===== config.mk =====
export PLATFORM = sky130hd
export DESIGN_NAME = url_component_splitter_flat
export DESIGN_NICKNAME = d
export VERILOG_FILES = /design/src/sv/ucs_pkg.sv /design/src/sv/ucs_in_if.sv /design/src/sv/ucs_out_if.sv /design/src/sv/ucs_parser.sv /design/src/sv/ucs_emitter.sv /design/src/sv/url_component_splitter.sv /design/src/flat_wrapper.sv
export SDC_FILE = /design/constraint.sdc
export NUM_CORES = 1
export LEC_CHECK = 0
export ABC_AREA = 0
export BUFFER_PORTS_ARGS = -buffer_cell sky130_fd_sc_hd__buf_2
export CORE_MARGIN = 2
export CORE_UTILIZATION = 35
export DETAILED_ROUTE_END_ITERATION = 10
export RECOVER_POWER = 100
export SYNTH_ARGS = -nofsm -noshare
export SYNTH_HDL_FRONTEND = slang
export SYNTH_HIERARCHICAL = 1
export SYNTH_SLANG_ARGS = --single-unit

===== constraint.sdc =====
create_clock -name clk -period 6.3 [get_ports clk]
set_input_delay 0.63 -clock clk [delete_from_list [all_inputs] [get_ports clk]]
set_output_delay 0.63 -clock clk [all_outputs]
set_load 0.005 [all_outputs]

===== src/sv/ucs_pkg.sv =====
package ucs_pkg;

	localparam int MAX_URL_LEN_DEF = 1024;
	localparam int AUTH_BUF_LEN = 512;

	localparam logic [30:0] PORT_MAX = '1;

	localparam logic [7:0] CH_NUL   = 8'h00;
	localparam logic [7:0] CH_SPACE = 8'h20;
	localparam logic [7:0] CH_TAB   = 8'h09;
	localparam logic [7:0] CH_CR    = 8'h0D;
	localparam logic [7:0] CH_HASH  = 8'h23;
	localparam logic [7:0] CH_PLUS  = 8'h2B;
	localparam logic [7:0] CH_MINUS = 8'h2D;
	localparam logic [7:0] CH_DOT   = 8'h2E;
	localparam logic [7:0] CH_SLASH = 8'h2F;
	localparam logic [7:0] CH_ZERO  = 8'h30;
	localparam logic [7:0] CH_NINE  = 8'h39;
	localparam logic [7:0] CH_COLON = 8'h3A;
	localparam logic [7:0] CH_QMARK = 8'h3F;
	localparam logic [7:0] CH_AT    = 8'h40;

	typedef enum logic [2:0] {
		PART_SCHEME   = 3'd0,
		PART_HOST     = 3'd1,
		PART_PORT     = 3'd2,
		PART_USER     = 3'd3,
		PART_PASS     = 3'd4,
		PART_PATH     = 3'd5,
		PART_QUERY    = 3'd6,
		PART_FRAGMENT = 3'd7
	} part_t;

	typedef struct packed {
		logic scheme;
		logic auth;
		logic authend;
		logic at;
		logic pcolon;
		logic portcolon;
		logic query;
		logic frag;
	} flags_t;

endpackage


===== src/sv/ucs_in_if.sv =====
interface ucs_in_if;
	logic       valid;
	logic       ready;
	logic [7:0] url_byte;
	logic       end_of_url;

	modport source (output valid, output url_byte, output end_of_url, input ready);
	modport sink (input valid, input url_byte, input end_of_url, output ready);
endinterface


===== src/sv/ucs_out_if.sv =====
interface ucs_out_if;
	logic        valid;
	logic        ready;
	logic [2:0]  part_code;
	logic        present;
	logic [9:0]  start_offset;
	logic [10:0] span_length;
	logic [30:0] port_number;
	logic        too_long;
	logic        final_part;

	modport source (
		output valid, output part_code, output present, output start_offset,
		output span_length, output port_number, output too_long, output final_part,
		input ready
	);
	modport sink (
		input valid, input part_code, input present, input start_offset,
		input span_length, input port_number, input too_long, input final_part,
		output ready
	);
endinterface


===== src/sv/ucs_parser.sv =====
module ucs_parser #(
	parameter int MAX_URL_LEN = ucs_pkg::MAX_URL_LEN_DEF,
	parameter type snap_t = logic
) (
	input  logic    clk,
	input  logic    arst_n,
	ucs_in_if.sink  url_bytes,
	input  logic    snap_busy,
	output logic    snap_load,
	output snap_t   snap
);

	localparam int PosW = $clog2(MAX_URL_LEN + 1);
	localparam int AuthLim = ucs_pkg::AUTH_BUF_LEN - 1;

	typedef enum logic [5:0] {
		PH_SCHEME = 6'b000001,
		PH_SLASH1 = 6'b000010,
		PH_SLASH2 = 6'b000100,
		PH_AUTH   = 6'b001000,
		PH_REST   = 6'b010000,
		PH_DONE   = 6'b100000
	} phase_t;

	typedef enum logic [3:0] {
		PS_BLANK = 4'b0001,
		PS_SIGN  = 4'b0010,
		PS_DIGIT = 4'b0100,
		PS_STOP  = 4'b1000
	} pstage_t;

	typedef struct packed {
		phase_t  ph;
		pstage_t pstage;
		snap_t   s;
	} pst_t;

	logic       valid_s1;
	logic [7:0] byte_s1;
	logic       eou_s1;
	logic       adv;
	pst_t       st_q;
	pst_t       nxt;

	function automatic logic is_alpha(logic [7:0] b);
		return (b >= 8'h41 && b <= 8'h5A) || (b >= 8'h61 && b <= 8'h7A);
	endfunction

	function automatic logic is_digit(logic [7:0] b);
		return b >= ucs_pkg::CH_ZERO && b <= ucs_pkg::CH_NINE;
	endfunction

	function automatic logic is_blank(logic [7:0] b);
		return b == ucs_pkg::CH_SPACE || (b >= ucs_pkg::CH_TAB && b <= ucs_pkg::CH_CR);
	endfunction

	function automatic pst_t clear_state();
		pst_t r;
		r = '0;
		r.ph = PH_SCHEME;
		r.pstage = PS_BLANK;
		return r;
	endfunction

	function automatic pst_t rest_byte(pst_t x, logic [PosW-1:0] pos, logic [7:0] b);
		pst_t r;
		r = x;
		if (b == ucs_pkg::CH_HASH && !x.s.f.frag) begin
			r.s.frag_pos = pos;
			r.s.f.frag = 1'b1;
		end else if (b == ucs_pkg::CH_QMARK && !x.s.f.query && !x.s.f.frag) begin
			r.s.query_pos = pos;
			r.s.f.query = 1'b1;
		end
		return r;
	endfunction

	function automatic pst_t port_feed(pst_t x, logic [7:0] b);
		pst_t        r;
		logic [34:0] t;
		r = x;
		t = ({4'b0, x.s.acc} << 3) + ({4'b0, x.s.acc} << 1) + 35'(b - ucs_pkg::CH_ZERO);
		if (x.pstage == PS_BLANK && is_blank(b)) begin
			r.pstage = PS_BLANK;
		end else if (x.pstage == PS_BLANK &&
				(b == ucs_pkg::CH_PLUS || b == ucs_pkg::CH_MINUS)) begin
			r.s.neg = (b == ucs_pkg::CH_MINUS);
			r.pstage = PS_SIGN;
		end else if (x.pstage != PS_STOP && is_digit(b)) begin
			r.pstage = PS_DIGIT;
			r.s.acc = (t > 35'(ucs_pkg::PORT_MAX)) ? ucs_pkg::PORT_MAX : t[30:0];
		end else begin
			r.pstage = PS_STOP;
		end
		return r;
	endfunction

	function automatic pst_t auth_byte(pst_t x, logic [PosW-1:0] pos, logic [7:0] b);
		pst_t            r;
		logic [PosW-1:0] diff;
		r = x;
		diff = pos - x.s.auth_start;
		if (32'(diff) < 32'(AuthLim)) begin
			if (b == ucs_pkg::CH_AT) begin
				r.s.at_pos = pos;
				r.s.f.at = 1'b1;
				r.s.f.portcolon = 1'b0;
				r.s.acc = '0;
				r.s.neg = 1'b0;
				r.pstage = PS_BLANK;
			end else if (b == ucs_pkg::CH_COLON && !x.s.f.portcolon) begin
				if (!x.s.f.pcolon) begin
					r.s.pcolon_pos = pos;
					r.s.f.pcolon = 1'b1;
				end
				r.s.portcolon_pos = pos;
				r.s.f.portcolon = 1'b1;
				r.s.acc = '0;
				r.s.neg = 1'b0;
				r.pstage = PS_BLANK;
			end else begin
				if (b == ucs_pkg::CH_COLON && !x.s.f.pcolon) begin
					r.s.pcolon_pos = pos;
					r.s.f.pcolon = 1'b1;
				end
				if (x.s.f.portcolon) begin
					r = port_feed(r, b);
				end
			end
		end
		return r;
	endfunction

	function automatic pst_t take_byte(pst_t x, logic [PosW-1:0] pos, logic [7:0] b);
		pst_t r;
		r = x;
		unique case (x.ph)
			PH_SCHEME: begin
				if (pos == '0) begin
					if (!is_alpha(b)) begin
						r.ph = PH_REST;
						r = rest_byte(r, pos, b);
					end
				end else if (b == ucs_pkg::CH_COLON) begin
					r.s.scheme_pos = pos;
					r.s.f.scheme = 1'b1;
					r.ph = PH_SLASH1;
				end else if (!(is_alpha(b) || is_digit(b) || b == ucs_pkg::CH_PLUS ||
						b == ucs_pkg::CH_DOT || b == ucs_pkg::CH_MINUS)) begin
					r.ph = PH_REST;
					r = rest_byte(r, pos, b);
				end
			end
			PH_SLASH1: begin
				if (b == ucs_pkg::CH_SLASH) begin
					r.ph = PH_SLASH2;
				end else begin
					r.ph = PH_REST;
					r = rest_byte(r, pos, b);
				end
			end
			PH_SLASH2: begin
				if (b == ucs_pkg::CH_SLASH) begin
					r.ph = PH_AUTH;
					r.s.f.auth = 1'b1;
					r.s.auth_start = pos + 1'b1;
				end else begin
					r.ph = PH_REST;
					r = rest_byte(r, pos, b);
				end
			end
			PH_AUTH: begin
				if (b == ucs_pkg::CH_SLASH || b == ucs_pkg::CH_QMARK ||
						b == ucs_pkg::CH_HASH) begin
					r.s.auth_end = pos;
					r.s.f.authend = 1'b1;
					r.ph = PH_REST;
					r = rest_byte(r, pos, b);
				end else begin
					r = auth_byte(r, pos, b);
				end
			end
			default: begin
				r = rest_byte(r, pos, b);
			end
		endcase
		return r;
	endfunction

	assign adv = valid_s1 && (!eou_s1 || !snap_busy);
	assign url_bytes.ready = !valid_s1 || adv;

	always_ff @(posedge clk or negedge arst_n) begin
		if (!arst_n) begin
			valid_s1 <= 1'b0;
		end else if (url_bytes.ready) begin
			valid_s1 <= url_bytes.valid;
		end
	end

	always_ff @(posedge clk) begin
		if (url_bytes.valid && url_bytes.ready) begin
			byte_s1 <= url_bytes.url_byte;
			eou_s1 <= url_bytes.end_of_url;
		end
	end

	always_comb begin
		nxt = st_q;
		if (st_q.ph != PH_DONE) begin
			if (byte_s1 == ucs_pkg::CH_NUL) begin
				nxt.ph = PH_DONE;
			end else if (32'(st_q.s.tl) >= 32'(MAX_URL_LEN)) begin
				nxt.s.too_long = 1'b1;
			end else begin
				nxt = take_byte(st_q, st_q.s.tl, byte_s1);
				nxt.s.tl = st_q.s.tl + 1'b1;
			end
		end
	end

	always_ff @(posedge clk or negedge arst_n) begin
		if (!arst_n) begin
			st_q <= clear_state();
		end else if (adv) begin
			st_q <= eou_s1 ? clear_state() : nxt;
		end
	end

	assign snap = nxt.s;
	assign snap_load = adv && eou_s1;

endmodule


===== src/sv/ucs_emitter.sv =====
module ucs_emitter #(
	parameter int MAX_URL_LEN = ucs_pkg::MAX_URL_LEN_DEF,
	parameter type snap_t = logic
) (
	input  logic       clk,
	input  logic       arst_n,
	input  logic       snap_load,
	input  snap_t      snap,
	output logic       snap_busy,
	ucs_out_if.source  spans
);

	localparam int PosW = $clog2(MAX_URL_LEN + 1);
	localparam int AuthLim = ucs_pkg::AUTH_BUF_LEN - 1;

	snap_t            snap_q;
	logic             snap_v_q;
	ucs_pkg::part_t   part_q;
	logic             load_out;

	logic             out_v_q;
	logic [2:0]       part_code_q;
	logic             present_q;
	logic [9:0]       start_q;
	logic [10:0]      len_q;
	logic [30:0]      port_q;
	logic             too_long_q;
	logic             final_q;

	logic [PosW-1:0]  ae, alen, cend, hs, he, ue, rest_start, path_end, q_end;
	logic [PosW-1:0]  st, en, len;
	logic             pass_ok, pres;
	logic [30:0]      port;

	assign snap_busy = snap_v_q;
	assign load_out = snap_v_q && (!out_v_q || spans.ready);

	always_comb begin
		ae = snap_q.f.authend ? snap_q.auth_end : snap_q.tl;
		alen = ae - snap_q.auth_start;
		if (32'(alen) > 32'(AuthLim)) begin
			alen = PosW'(AuthLim);
		end
		cend = snap_q.auth_start + alen;
		pass_ok = snap_q.f.at && snap_q.f.pcolon && (snap_q.pcolon_pos < snap_q.at_pos);
		hs = snap_q.f.at ? snap_q.at_pos + 1'b1 : snap_q.auth_start;
		he = snap_q.f.portcolon ? snap_q.portcolon_pos : cend;
		ue = pass_ok ? snap_q.pcolon_pos : snap_q.at_pos;
		if (snap_q.f.auth) begin
			rest_start = snap_q.f.authend ? snap_q.auth_end : snap_q.tl;
		end else begin
			rest_start = snap_q.f.scheme ? snap_q.scheme_pos + 1'b1 : '0;
		end
		if (rest_start > snap_q.tl) begin
			rest_start = snap_q.tl;
		end
		path_end = snap_q.f.query ? snap_q.query_pos :
			(snap_q.f.frag ? snap_q.frag_pos : snap_q.tl);
		q_end = snap_q.f.frag ? snap_q.frag_pos : snap_q.tl;

		port = '0;
		unique case (part_q)
			ucs_pkg::PART_SCHEME: begin
				pres = snap_q.f.scheme;
				st = '0;
				en = snap_q.scheme_pos;
			end
			ucs_pkg::PART_HOST: begin
				pres = snap_q.f.auth && (he > hs);
				st = hs;
				en = he;
			end
			ucs_pkg::PART_PORT: begin
				pres = snap_q.f.auth && snap_q.f.portcolon && !snap_q.neg &&
					(snap_q.acc != '0);
				st = snap_q.portcolon_pos + 1'b1;
				en = cend;
				port = snap_q.acc;
			end
			ucs_pkg::PART_USER: begin
				pres = snap_q.f.auth && snap_q.f.at && (ue > snap_q.auth_start);
				st = snap_q.auth_start;
				en = ue;
			end
			ucs_pkg::PART_PASS: begin
				pres = snap_q.f.auth && pass_ok &&
					(snap_q.at_pos > snap_q.pcolon_pos + 1'b1);
				st = snap_q.pcolon_pos + 1'b1;
				en = snap_q.at_pos;
			end
			ucs_pkg::PART_PATH: begin
				pres = 1'b1;
				st = rest_start;
				en = path_end;
			end
			ucs_pkg::PART_QUERY: begin
				pres = snap_q.f.query && (q_end > snap_q.query_pos + 1'b1);
				st = snap_q.query_pos + 1'b1;
				en = q_end;
			end
			default: begin
				pres = snap_q.f.frag && (snap_q.tl > snap_q.frag_pos + 1'b1);
				st = snap_q.frag_pos + 1'b1;
				en = snap_q.tl;
			end
		endcase
		len = en - st;
		if (!pres) begin
			st = '0;
			len = '0;
			port = '0;
		end
		if (len == '0) begin
			st = '0;
		end
	end

	always_ff @(posedge clk) begin
		if (snap_load) begin
			snap_q <= snap;
		end
		if (load_out) begin
			part_code_q <= part_q;
			present_q <= pres;
			start_q <= 10'(st);
			len_q <= 11'(len);
			port_q <= port;
			too_long_q <= snap_q.too_long;
			final_q <= (part_q == ucs_pkg::PART_FRAGMENT);
		end
	end

	always_ff @(posedge clk or negedge arst_n) begin
		if (!arst_n) begin
			snap_v_q <= 1'b0;
			part_q <= ucs_pkg::PART_SCHEME;
			out_v_q <= 1'b0;
		end else begin
			if (snap_load) begin
				snap_v_q <= 1'b1;
				part_q <= ucs_pkg::PART_SCHEME;
			end else if (load_out) begin
				part_q <= ucs_pkg::part_t'(part_q + 3'd1);
				if (part_q == ucs_pkg::PART_FRAGMENT) begin
					snap_v_q <= 1'b0;
				end
			end
			if (load_out) begin
				out_v_q <= 1'b1;
			end else if (spans.ready) begin
				out_v_q <= 1'b0;
			end
		end
	end

	assign spans.valid = out_v_q;
	assign spans.part_code = part_code_q;
	assign spans.present = present_q;
	assign spans.start_offset = start_q;
	assign spans.span_length = len_q;
	assign spans.port_number = port_q;
	assign spans.too_long = too_long_q;
	assign spans.final_part = final_q;

	a_no_load_busy: assert property (@(posedge clk) disable iff (!arst_n)
		snap_load |-> !snap_v_q)
		else $error("snapshot overwritten while parts still pending");

	a_load_starts_scheme: assert property (@(posedge clk) disable iff (!arst_n)
		snap_load |=> (snap_v_q && part_q == ucs_pkg::PART_SCHEME))
		else $error("part sequence not restarted on snapshot load");

	a_final_on_fragment: assert property (@(posedge clk) disable iff (!arst_n)
		out_v_q |-> (final_q == (part_code_q == ucs_pkg::PART_FRAGMENT)))
		else $error("final flag not on fragment part");

	a_absent_zero: assert property (@(posedge clk) disable iff (!arst_n)
		(out_v_q && !present_q) |-> (start_q == '0 && len_q == '0 && port_q == '0))
		else $error("absent part carries nonzero span");

	a_empty_start_zero: assert property (@(posedge clk) disable iff (!arst_n)
		(out_v_q && len_q == '0) |-> (start_q == '0))
		else $error("empty span with nonzero start");

endmodule


===== src/sv/url_component_splitter.sv =====
// URL component splitter.
// url_bytes: one URL character per transfer; end_of_url marks the last byte.
//   A zero byte ends the text; bytes after it up to end_of_url are dropped.
// spans: eight transfers per URL, in part order scheme, host, port, user,
//   pass, path, query, fragment; final_part is set on the fragment transfer.
// Throughput: one byte per cycle. Each byte passes an input register and then
//   the position-tracking state register; the parser never waits on the output side
//   except with an end_of_url byte while the previous URL's parts are still
//   being sent, since one snapshot register holds a finished URL.
// Output: after the end_of_url transfer the scheme part passes the input
//   register, the snapshot register and the output register; the other parts
//   follow one per cycle while spans.ready is high, from the single result register.
// Reset: arst_n clears the parse state and the input, snapshot and output valid flags;
//   no parts are pending afterwards.
// Stall: while spans.ready is low the current part holds, the snapshot waits,
//   and the input keeps taking bytes of the next URL until its end byte.
module url_component_splitter #(
	parameter int MAX_URL_LEN = ucs_pkg::MAX_URL_LEN_DEF
) (
	input  logic       clk,
	input  logic       arst_n,
	ucs_in_if.sink     url_bytes,
	ucs_out_if.source  spans
);

	localparam int PosW = $clog2(MAX_URL_LEN + 1);

	typedef struct packed {
		logic [PosW-1:0]  tl;
		logic [PosW-1:0]  scheme_pos;
		logic [PosW-1:0]  auth_start;
		logic [PosW-1:0]  auth_end;
		logic [PosW-1:0]  at_pos;
		logic [PosW-1:0]  pcolon_pos;
		logic [PosW-1:0]  portcolon_pos;
		logic [PosW-1:0]  query_pos;
		logic [PosW-1:0]  frag_pos;
		logic [30:0]      acc;
		logic             neg;
		logic             too_long;
		ucs_pkg::flags_t  f;
	} snap_t;

	snap_t snap;
	logic  snap_load;
	logic  snap_busy;

	ucs_parser #(
		.MAX_URL_LEN (MAX_URL_LEN),
		.snap_t      (snap_t)
	) u_parser (
		.clk       (clk),
		.arst_n    (arst_n),
		.url_bytes (url_bytes),
		.snap_busy (snap_busy),
		.snap_load (snap_load),
		.snap      (snap)
	);

	ucs_emitter #(
		.MAX_URL_LEN (MAX_URL_LEN),
		.snap_t      (snap_t)
	) u_emitter (
		.clk       (clk),
		.arst_n    (arst_n),
		.snap_load (snap_load),
		.snap      (snap),
		.snap_busy (snap_busy),
		.spans     (spans)
	);

endmodule

===== src/flat_wrapper.sv =====
// flat-port wrapper written by rule: the top's interface ports become plain ports
module url_component_splitter_flat 
#(
	parameter int MAX_URL_LEN = ucs_pkg::MAX_URL_LEN_DEF
)
  (clk, arst_n, url_bytes_valid, url_bytes_url_byte, url_bytes_end_of_url, url_bytes_ready, spans_valid, spans_part_code, spans_present, spans_start_offset, spans_span_length, spans_port_number, spans_too_long, spans_final_part, spans_ready);
  ucs_in_if url_bytes_i ();
  ucs_out_if spans_i ();
  input  logic clk;
  input  logic arst_n;
  input wire logic [$bits(url_bytes_i.valid)-1:0] url_bytes_valid;
  input wire logic [$bits(url_bytes_i.url_byte)-1:0] url_bytes_url_byte;
  input wire logic [$bits(url_bytes_i.end_of_url)-1:0] url_bytes_end_of_url;
  output wire logic [$bits(url_bytes_i.ready)-1:0] url_bytes_ready;
  output wire logic [$bits(spans_i.valid)-1:0] spans_valid;
  output wire logic [$bits(spans_i.part_code)-1:0] spans_part_code;
  output wire logic [$bits(spans_i.present)-1:0] spans_present;
  output wire logic [$bits(spans_i.start_offset)-1:0] spans_start_offset;
  output wire logic [$bits(spans_i.span_length)-1:0] spans_span_length;
  output wire logic [$bits(spans_i.port_number)-1:0] spans_port_number;
  output wire logic [$bits(spans_i.too_long)-1:0] spans_too_long;
  output wire logic [$bits(spans_i.final_part)-1:0] spans_final_part;
  input wire logic [$bits(spans_i.ready)-1:0] spans_ready;
  assign url_bytes_i.valid = url_bytes_valid;
  assign url_bytes_i.url_byte = url_bytes_url_byte;
  assign url_bytes_i.end_of_url = url_bytes_end_of_url;
  assign url_bytes_ready = url_bytes_i.ready;
  assign spans_valid = spans_i.valid;
  assign spans_part_code = spans_i.part_code;
  assign spans_present = spans_i.present;
  assign spans_start_offset = spans_i.start_offset;
  assign spans_span_length = spans_i.span_length;
  assign spans_port_number = spans_i.port_number;
  assign spans_too_long = spans_i.too_long;
  assign spans_final_part = spans_i.final_part;
  assign spans_i.ready = spans_ready;
  url_component_splitter #(.MAX_URL_LEN(MAX_URL_LEN)) u_core (.clk(clk), .arst_n(arst_n), .url_bytes(url_bytes_i), .spans(spans_i));
endmodule

# After elaboration in Yosys (flattened, before gate mapping)
# Cells that the tools add are included.
# W data, S select, Z words.
# classes
add_sub_neg,15
bitwise,1
n_eq_ne,33
mux,92
order_cmp,19
reduce_logical,67
# ops
cell,n
$mux W144,10
$mux W150,7
$pmux W150 S4,1
$mux W11,19
$pmux W11 S7,2
$mux W141,1
$mux W110,1
$mux W32,3
$mux W31,3
$mux W44,2
$add A11 B1 Y11 const B,7
$gt A11 B11 Y1,6
$eq A8 B6 Y1 const B,8
$mux W63,1
$mux W56,1
$mux W55,1
$mux W22,2
$add A34 B32 Y35,1
$add A35 B35 Y35,1
$gt A35 B31 Y1 const B,1
$sub A11 B11 Y11,3
$reduce_bool A31 Y1,1
$logic_and A1 B1 Y1,28
$mux W4,6
other kinds (49),111
# word_totals
in_bits,13
wordCells,282
register_bits,363

# Longest topological paths before layout
# Gate-level depths: netlist (run 1).
# depth
word_depth,25
mapped_depth,36
depth_no_buf,33

# Modules after synthesis
# The synthesis (run 1) kept the hierarchy.
# by_module_without_submodules
module,instances,cells_per_inst,area_per_inst_um2,seq_area_each_um2
ucs_emitter,1,1251,13111.3,6070.8
ucs_parser,1,1519,13043.8,4051.4

# Least setup slack after synthesis (run 1)
# No wires, ideal clock.
# synth_timing
path_kind,register to register
startpoint,register u_core/u_emitter/snap_q[5] in the netlist's numbering
endpoint,register u_core.u_emitter.port_q[24] (netlist: u_core/u_emitter/spans.port_number[24]) (data pin)
required_time_ps,6045
path_stages_with_launch,33
t_arrival_ps,6732
setup_slack_ps,-687
n_path_buf,3
path_cell_list,edfxtp_1 -> clkbuf_1 -> clkbuf_1 -> nand2_1 -> o21ai_0 -> inv_1 -> ha_1 -> inv_1 -> fa_1 -> a21o_1 -> a21oi_1 -> o21ai_0 -> a21oi_1 -> o211a_1 -> a211oi_1 -> nor4_2 -> o21ai_0 -> ha_1 -> a211oi_1 -> a21oi_1 -> or3_1 -> nand2_1 -> o21ai_0 -> ha_1 -> a211o_1 -> o221a_2 -> o31a_1 -> o311a_1 -> or4_4 -> nor3_4 -> inv_4 -> buf_6 -> and3_1
# synth_via
elab_chain_len,10
# synth_rtl
item,line_no,rtl
"start, declared",ucs_emitter.sv:16,snap_t snap_q;
"start signal, assigned",ucs_emitter.sv:120,snap_q <= snap;
$mux W11 *,ucs_emitter.sv:39,ae = snap_q.f.authend ? snap_q.auth_end : snap_q.tl;
$sub A11 B11 Y11 *,ucs_emitter.sv:40,alen = ae - snap_q.auth_start;
$gt A11 B9 Y1,ucs_emitter.sv:41,if (32'(alen) > 32'(AuthLim)) begin
$mux W11 *,ucs_emitter.sv:41,
$add A11 B11 Y11 *,ucs_emitter.sv:44,cend = snap_q.auth_start + alen;
$mux W11 *,ucs_emitter.sv:47,he = snap_q.f.portcolon ? snap_q.portcolon_pos : cend;
$gt A11 B11 Y1 *,ucs_emitter.sv:69,pres = snap_q.f.auth && (he > hs);
$logic_and A1 B1 Y1 *,ucs_emitter.sv:69,
$pmux W1 S7 *,ucs_emitter.sv:62,unique case (part_q)
net u_core.u_emitter.pres,ucs_emitter.sv:32,"logic pass_ok, pres;"
$reduce_and A2 Y1 (no line) *,--,
"end signal, assigned",ucs_emitter.sv:127,port_q <= port;
"end, declared",ucs_emitter.sv:26,logic [30:0] port_q;
# Mark *: on every way through the listed nets, which the timed path passes. The rest lies on a longest branch.
# A chain may end at the register's enable or synchronous reset.

# Final worst setup path (run 1)
# layout_timing
startpoint,register u_core/u_emitter/snap_q[5] in the netlist's numbering
endpoint,register u_core.u_emitter.port_q[14] (netlist: u_core/u_emitter/spans.port_number[14]) (data pin)
# layout_via
elab_chain_len,10
# layout_rtl
item,line_no
$mux W11 *,ucs_emitter.sv:39
$sub A11 B11 Y11 *,ucs_emitter.sv:40
$gt A11 B9 Y1,ucs_emitter.sv:41
$mux W11 *,ucs_emitter.sv:41
$add A11 B11 Y11 *,ucs_emitter.sv:44
$mux W11 *,ucs_emitter.sv:47
$gt A11 B11 Y1 *,ucs_emitter.sv:69
$logic_and A1 B1 Y1 *,ucs_emitter.sv:69
$pmux W1 S7 *,ucs_emitter.sv:62
$reduce_and A2 Y1 (no line) *,--
# Mark *: on every way between the ends. The rest lies on a longest branch, timed or not.

==> impl_metrics.py, run 1 <==
metrics = {
    "status": {
        "status": "finished with violations",
        "violations": "capacitance limit, slew limit, setup timing",
    },
    "yosys": {
        "synth_area_um2": 26200,
        "netlist-cell-type-count": 109,
        "ys_seq_area_share_pct": 38.7,
        "synth_edf_count": 207,
        "synth.ff_latch_count": 363,
        "async_flop_share_pct": 43.0,
        "synth_warnings": 6,
        "syn-mean-instance-area_um2": 9.44,
        "syn-num-nets": 2990,
        "synth-main-ff-cell": "edfxtp_1",
        "syn_inst": 2770,
    },
    "die": {
        "die_x_um": 277,
        "die_h_um": 277,
        "dieArea_um2": 76900,
        "boundaryPins": 73,
        "start_util_pct": 35.3,
        "num_rows": 100,
        "core_area_um2": 74200,
    },
    "placement": {
        "post-place-ws_ns": -0.484,
        "gp_congestion": 1.02,
        "place_hpwl_mm": 68.3,
        "numPortBuffers": 72,
    },
    "finish": {
        "nets": 3161,
        "final_common_cell": "nand2_1",
        "drive_gt1_share_pct": 16.0,
        "num_antenna_cells": 0,
        "area.growth.synth_to_final_pct": 17.3,
        "mostFrequentLayoutCells": "331 x nand2_1, 211 x o21ai_0, 207 x edfxtp_1",
    },
    "worst_setup_path": {
        "crit_path_end_kind": "flop",
        "r2r_cells": 33,
        "reg2reg_slack_ns": -0.28,
        "critPathMaxStageDelay_ns": 0.51,
        "cp.buffers_inverters": 6,
        "crit_type": "flop to flop",
        "worst_ep_arrival_time_ns": 6.93,
        "cpMaxStageDelayCell": "or4_4",
        "endpoint": "u_core/u_emitter/spans.port_number[14]",
        "regToRegEndpoint": "u_core/u_emitter/spans.port_number[14]",
        "cp.required_ns": 6.64,
        "critPathLaunch": "u_core/u_emitter/snap_q[5]",
        "r2r_start": "u_core/u_emitter/snap_q[5]",
        "start_kind": "flop",
        "cp_max_fo": 17,
        "cp.depth": 33,
        "critPathTopFamily": "compound AO/OA/AOI/OAI gates",
    },
    "timing": {
        "fin_ws_ns": -0.284,
        "relSlewSlack_pct": -200,
        "setup_viol": 53,
        "final-hold-violation-count": 0,
        "fin_crit_sh_pct": 105,
        "slew_violations": 380,
        "min_period_ns": 6.58,
        "worst_slew_pin_slew_ns": 4.49,
        "rsz0062_at_grt": "yes",
        "clock.fmax_ghz": 0.152,
        "fin_worst_skew_ns": 0.0227,
    },
    "power_and_ir_drop": {
        "seq_power_share_pct": 25.7,
        "power.density_nw_per_um2": 422,
        "p_int_uw": 7640,
        "swShare_pct": 41.0,
        "p_sw_uw": 5320,
        "p_leak_uw": 0.0126,
        "max-vdd-ir-drop_uv": 392,
        "clockPowerShare_pct": 21.5,
        "power_frac_comb_pct": 52.8,
        "power_uw": 13000,
    },
    "global_route": {
        "grt_usage_pct": 23.4,
        "grt_max_degree": 79,
        "grt_pass1_wl_mm": 139,
        "antenna_found_initial": 1,
        "grt-ovfl-total": 0,
        "first_global_vias": 21900,
    },
    "drt": {
        "postRouteAntennaNets": 0,
        "num_vias": 23100,
        "drtPass1Iterations": 6,
        "wl_per_cell_um": 23.3,
        "drc_errors": 0,
        "first_iter_violations": 2210,
        "vias_per_cell": 5.85,
        "drt_wl_total_mm": 91.7,
    },
    "job": {
        "cap_violations": 8,
    },
    "clock_tree": {
        "cts_made_buffers": 41,
        "insertion_delay_ns": 0.59,
        "h-tree-depth": 2,
        "clockBufferDepth": 3,
        "clockRootBuffer": "clkbuf_16",
        "cts_tree": "done",
        "cts_sinks": 363,
        "path_clk_slew_ns": 0.06,
    },
    "min_path": {
        "hp-class": "input pin to flop",
    },
}
metal layers:
metal / share of wire, % / GRT usage, % / routed length (um)
met5: 0.014 / 0 / 13
met3: 6.8 / 3.12 / 6210
met4: 5.0 / 10.1 / 4630
met2: 45 / 37.5 / 41700
met1: 43 / 31.7 / 39200
final cells by class:
class / instances / area (um^2)
fill: 7244 / 43500
multi-input combinational: 2117 / 15300
sequential: 363 / 10100
timing repair buffer: 280 / 1900
tap: 969 / 1210
clock buffer: 51 / 1160
inverter: 137 / 531
clock inverter: 25 / 419
timing repair inverter: 1 / 11.3
state kept, by name (all words and copies together), names as in the netlist, 3 cells and up:
| name | count |
|---|---|
| u_core/u_emitter/snap_q | 140 |
| u_core/u_emitter/part_q | 3 |
| u_core/u_parser/st_q | 150 |
| u_core/u_parser/byte_s1 | 8 |
| u_core/u_emitter/spans.start_offset | 10 |
| u_core/u_emitter/spans.span_length | 11 |
| u_core/u_emitter/spans.port_number | 31 |
| u_core/u_emitter/spans.part_code | 3 |
metrics by stage:
| step | TNS, ns | instances | instance area (um^2) | utilization [%] | hold WS (ns) |
|---|---|---|---|---|---|
| global route | -38.77 | 3943 | 30700 | 41.4 | 0.212 |
| detailed placement | -22.46 | 3848 | 28600 | 38.6 | 0.406 |
| floorplan | -10.46 | 2770 | 26300 | - | 0.334 |
| finish | -12.78 | 3943 | 30700 | 41.4 | 0.227 |
| global placement | -15.85 | 3848 | 28600 | 38.6 | 0.439 |
| CTS | -7.02 | 3940 | 30600 | 41.3 | 0.200 |
power groups by stage:
stage	logic, uW	clock network, uW	registers, uW
after detailed placement	6020	0	3350
after global routing	7380	2910	3370
final	6840	2790	3340
after CTS	6440	2830	3310
after global placement	6010	0	3350
after floorplan	3570	0	3240
what timing repair did:
action	CTS	global route
endpoints found under the hold margin	28	0
setup endpoints to repair	53	53
gates resized for setup	59	68
setup buffers	14	4
hold buffers	1	0
cloned	2	0
pin swaps	51	35
worst register-to-register path, delay by kind of cell, from the launching register on:
family          cells  cell delay, ns
flops               1            0.46
buf+inv             6            0.69
simple gates        6            1.38
xor+xnor            1            0.18
fa+ha+maj           4            0.98
mux                 1            0.32
compound gates     15            2.37
logic make-up after synthesis:
kind of cell | Yosys count | share of synthesized area, %
and+or+nand+nor | 876 | 16.8
other | 1 | 0.0143
muxes | 82 | 3.35
adders and majority gates | 207 | 10.9
xor gates and xnor gates | 124 | 4.22
buffers and inverters | 290 | 4.50
AOI/OAI and AO/OA | 827 | 21.5
DFF | 363 | 38.7
synthesized netlist by cell type, types with 50 or more instances:
cell / instances / area [um^2]
xnor2_1: 75 / 657
and3_1: 63 / 394
o21ai_0: 227 / 1140
dfrtp_1: 154 / 3850
a22o_1: 50 / 438
nand3_1: 63 / 315
inv_1: 134 / 503
nand2_1: 333 / 1250
clkbuf_1: 105 / 394
nor3_1: 56 / 280
edfxtp_1: 207 / 6220
a21oi_1: 145 / 726
nor2_1: 134 / 503
ha_1: 173 / 2160
worst min-delay path by stage:
stage	start	end	depth (start not counted)
after floorplan	arst_n	u_core/u_emitter/part_q[0]	0
after global placement	u_core/u_emitter/snap_q[8]	u_core/u_emitter/spans.too_long	0
after detailed placement	u_core/u_emitter/snap_q[8]	u_core/u_emitter/spans.too_long	0
after CTS	url_bytes_url_byte[2]	u_core/u_parser/byte_s1[2]	1
after global routing	url_bytes_end_of_url	u_core/u_parser/eou_s1	1
final	url_bytes_url_byte[2]	u_core/u_parser/byte_s1[2]	1
No activity file was read; power rests on OpenSTA's default activity.
==> run 2: changes to the inputs <==
--- a/config.mk
+++ b/config.mk
@@ -6,6 +6,7 @@
 export NUM_CORES = 1
 export LEC_CHECK = 0
 export ABC_AREA = 0
+export ABC_CLOCK_PERIOD_IN_PS = 6300
 export BUFFER_PORTS_ARGS = -buffer_cell sky130_fd_sc_hd__buf_2
 export CORE_MARGIN = 2
 export CORE_UTILIZATION = 35
==> constraint.sdc (replaced) <==
create_clock -name clk -period 6.3 [get_ports clk]
set_input_delay 1.26 -clock clk [delete_from_list [all_inputs] [get_ports clk]]
set_output_delay 1.26 -clock clk [all_outputs]
set_load 0.005 [all_outputs]
==> run 2 against run 1 <==
  * Worst hold slack better by 0.22 ns
  * Total power down 3.7%
  * Sequential share of layout area up 0.30 points
  * The run still ends with capacitance limit, slew limit, setup timing left
  * Clock-buffer cell count down 5
  * Largest cell class unchanged
  * Largest power group unchanged
  * Worst setup slack better by 0.043 ns
==> impl_metrics.py, run 2 (synthesis results as in run 1) <==
metrics = {
    "worst_setup_path": {
        "crit_type": "flop to flop",
        "start_kind": "flop",
        "critPathMaxStageDelay_ns": 0.46,
        "cp.buffers_inverters": 6,
        "cpMaxStageDelayCell": "edfxtp_1",
        "cp_max_fo": 35,
        "cp.required_ns": 6.65,
        "critPathTopFamily": "compound AO/OA/AOI/OAI gates",
        "crit_path_end_kind": "flop",
        "worst_ep_arrival_time_ns": 6.89,
    },
    "global_route": {
        "grt_pass1_wl_mm": 137,
        "antenna_found_initial": 0,
        "grt-ovfl-total": 0,
        "grt_usage_pct": 23.0,
        "grt_max_degree": 137,
        "first_global_vias": 21700,
    },
    "job": {
        "cap_violations": 7,
    },
    "placement": {
        "dpl-instance-area_um2": 28700,
        "gp_congestion": 1.00,
        "place_hpwl_mm": 67.5,
        "numPortBuffers": 72,
        "post-place-cells": 3849,
    },
    "timing": {
        "fin_tns_setup_ns": -10.19,
        "clock.fmax_ghz": 0.153,
        "min_period_ns": 6.54,
        "fin_worst_skew_ns": 0.0291,
        "setup_viol": 54,
        "final-hold-violation-count": 0,
        "fin_ws_ns": -0.241,
        "worst_slew_pin_slew_ns": 4.47,
        "slew_violations": 301,
        "rsz0062_at_grt": "yes",
        "relSlewSlack_pct": -198,
        "fin_crit_sh_pct": 104,
    },
    "clock_tree": {
        "cts_sinks": 363,
        "ctsHoldBuffers": 0,
        "cts_made_buffers": 42,
        "clockRootBuffer": "clkbuf_16",
        "insertion_delay_ns": 0.60,
        "cts_tree": "done",
        "h-tree-depth": 2,
        "clockBufferDepth": 3,
        "path_clk_slew_ns": 0.06,
    },
    "finish": {
        "num_antenna_cells": 0,
        "largest-register": "u_core/u_parser/st_q",
        "nets": 3164,
        "area.growth.synth_to_final_pct": 16.3,
        "final_common_cell": "nand2_1",
        "design_area_um2": 30400,
        "fin_util_pct": 41.0,
        "n_fill_cell": 7374,
        "drive_gt1_share_pct": 15.5,
        "fin_cells": 3947,
        "largest_register_ffs": 150,
        "mostFrequentLayoutCells": "333 x nand2_1, 213 x o21ai_0, 207 x edfxtp_1",
    },
    "die": {
        "num_rows": 100,
        "start_util_pct": 35.3,
        "boundaryPins": 73,
        "die_h_um": 277,
        "die_x_um": 277,
        "dieArea_um2": 76900,
        "core_area_um2": 74200,
    },
    "drt": {
        "drc_errors": 0,
        "postRouteAntennaNets": 0,
        "vias_per_cell": 5.78,
        "num_vias": 22800,
        "drtPass1Iterations": 7,
        "drt_wl_total_mm": 90.3,
        "first_iter_violations": 2208,
        "wl_per_cell_um": 22.9,
    },
    "power_and_ir_drop": {
        "power_frac_comb_pct": 52.9,
        "power.density_nw_per_um2": 410,
        "p_int_uw": 7350,
        "clockPowerShare_pct": 20.3,
        "max-vdd-ir-drop_uv": 364,
        "p_leak_uw": 0.0125,
        "p_sw_uw": 5130,
        "seq_power_share_pct": 26.7,
        "swShare_pct": 41.1,
    },
    "status": {
        "violations": "capacitance limit, slew limit, setup timing",
        "status": "finished with violations",
    },
    "min_path": {
        "hp-class": "flop to flop",
    },
}
run 2: cell count changes in the layout (fill, tap and decap cells not counted), sizes merged:
cell         before  now
clkbuf           91   85
bufinv           10    5
clkinv           12   25
buf             239  244
dlygate4sd3       1    0
inv             140  136
clkinvlp          1    3
run 2: repair_timing:
item,in CTS,in global routing
buffers inserted,17,4
resized for setup,71,28
setup endpoints to repair,53,53
pin swaps,37,19
gates cloned,1,0
run 2: power by group through the flow:
stage	logic (uW)	registers [uW]	clock network, uW
floorplan	3570	3240	0
global placement	5990	3350	0
detailed placement	6000	3350	0
CTS	6430	3310	2590
global route	7160	3370	2680
finish	6610	3330	2540
run 2: stage by stage:
step | hold WS (ns) | power, uW | setup WS [ns]
final | 0.449 | 12500 | -0.241
after global placement | 0.439 | 9340 | -0.397
after detailed placement | 0.414 | 9340 | -0.510
after floorplan | 0.400 | 6800 | -0.316
after CTS | 0.462 | 12300 | -0.130
after global routing | 0.470 | 13200 | -0.607
run 2: routing by layer:
layer / global-route usage, % / up-vias / part of all wire, %
li1: - / 10700 / -
met1: 31.3 / 11100 / 44
met2: 36.9 / 813 / 46
met3: 2.86 / 170 / 5.9
met4: 9.52 / 0 / 4.5
met5: 0 / - / 0
run 2: area by class of cell:
class	instances	area (um^2)	area share, %
inverter	137	541	1.78
multi-input combinational	2117	15200	50.0
tap	969	1210	3.99
timing repair buffer	283	1880	6.19
sequential	363	10100	33.3
clock inverter	32	348	1.14
clock buffer	46	1100	3.61
run 2: worst paths after layout:
check	depth (start not counted)	slack, ns	endpoint	start
min reg2reg	0	0.45	u_core/u_emitter/spans.too_long	u_core/u_emitter/snap_q[8]
min in group asynchronous	1	0.88	u_core/u_parser/st_q[87]	arst_n
max	32	-0.24	u_core/u_emitter/spans.port_number[6]	u_core/u_emitter/snap_q[5]
min	0	0.45	u_core/u_emitter/spans.too_long	u_core/u_emitter/snap_q[8]
max reg2reg	32	-0.24	u_core/u_emitter/spans.port_number[6]	u_core/u_emitter/snap_q[5]
max in group asynchronous	2	1.10	u_core/u_parser/st_q[142]	arst_n
run 2: worst register-to-register path, delay by kind of cell, from the launching register on:
| kind | cells | cell delay (ns) |
|---|---|---|
| AOI/OAI and AO/OA | 13 | 2.39 |
| adders and majority gates | 5 | 1.28 |
| buffers and inverters | 6 | 0.72 |
| DFF | 1 | 0.46 |
| and+or+nand+nor | 8 | 1.47 |
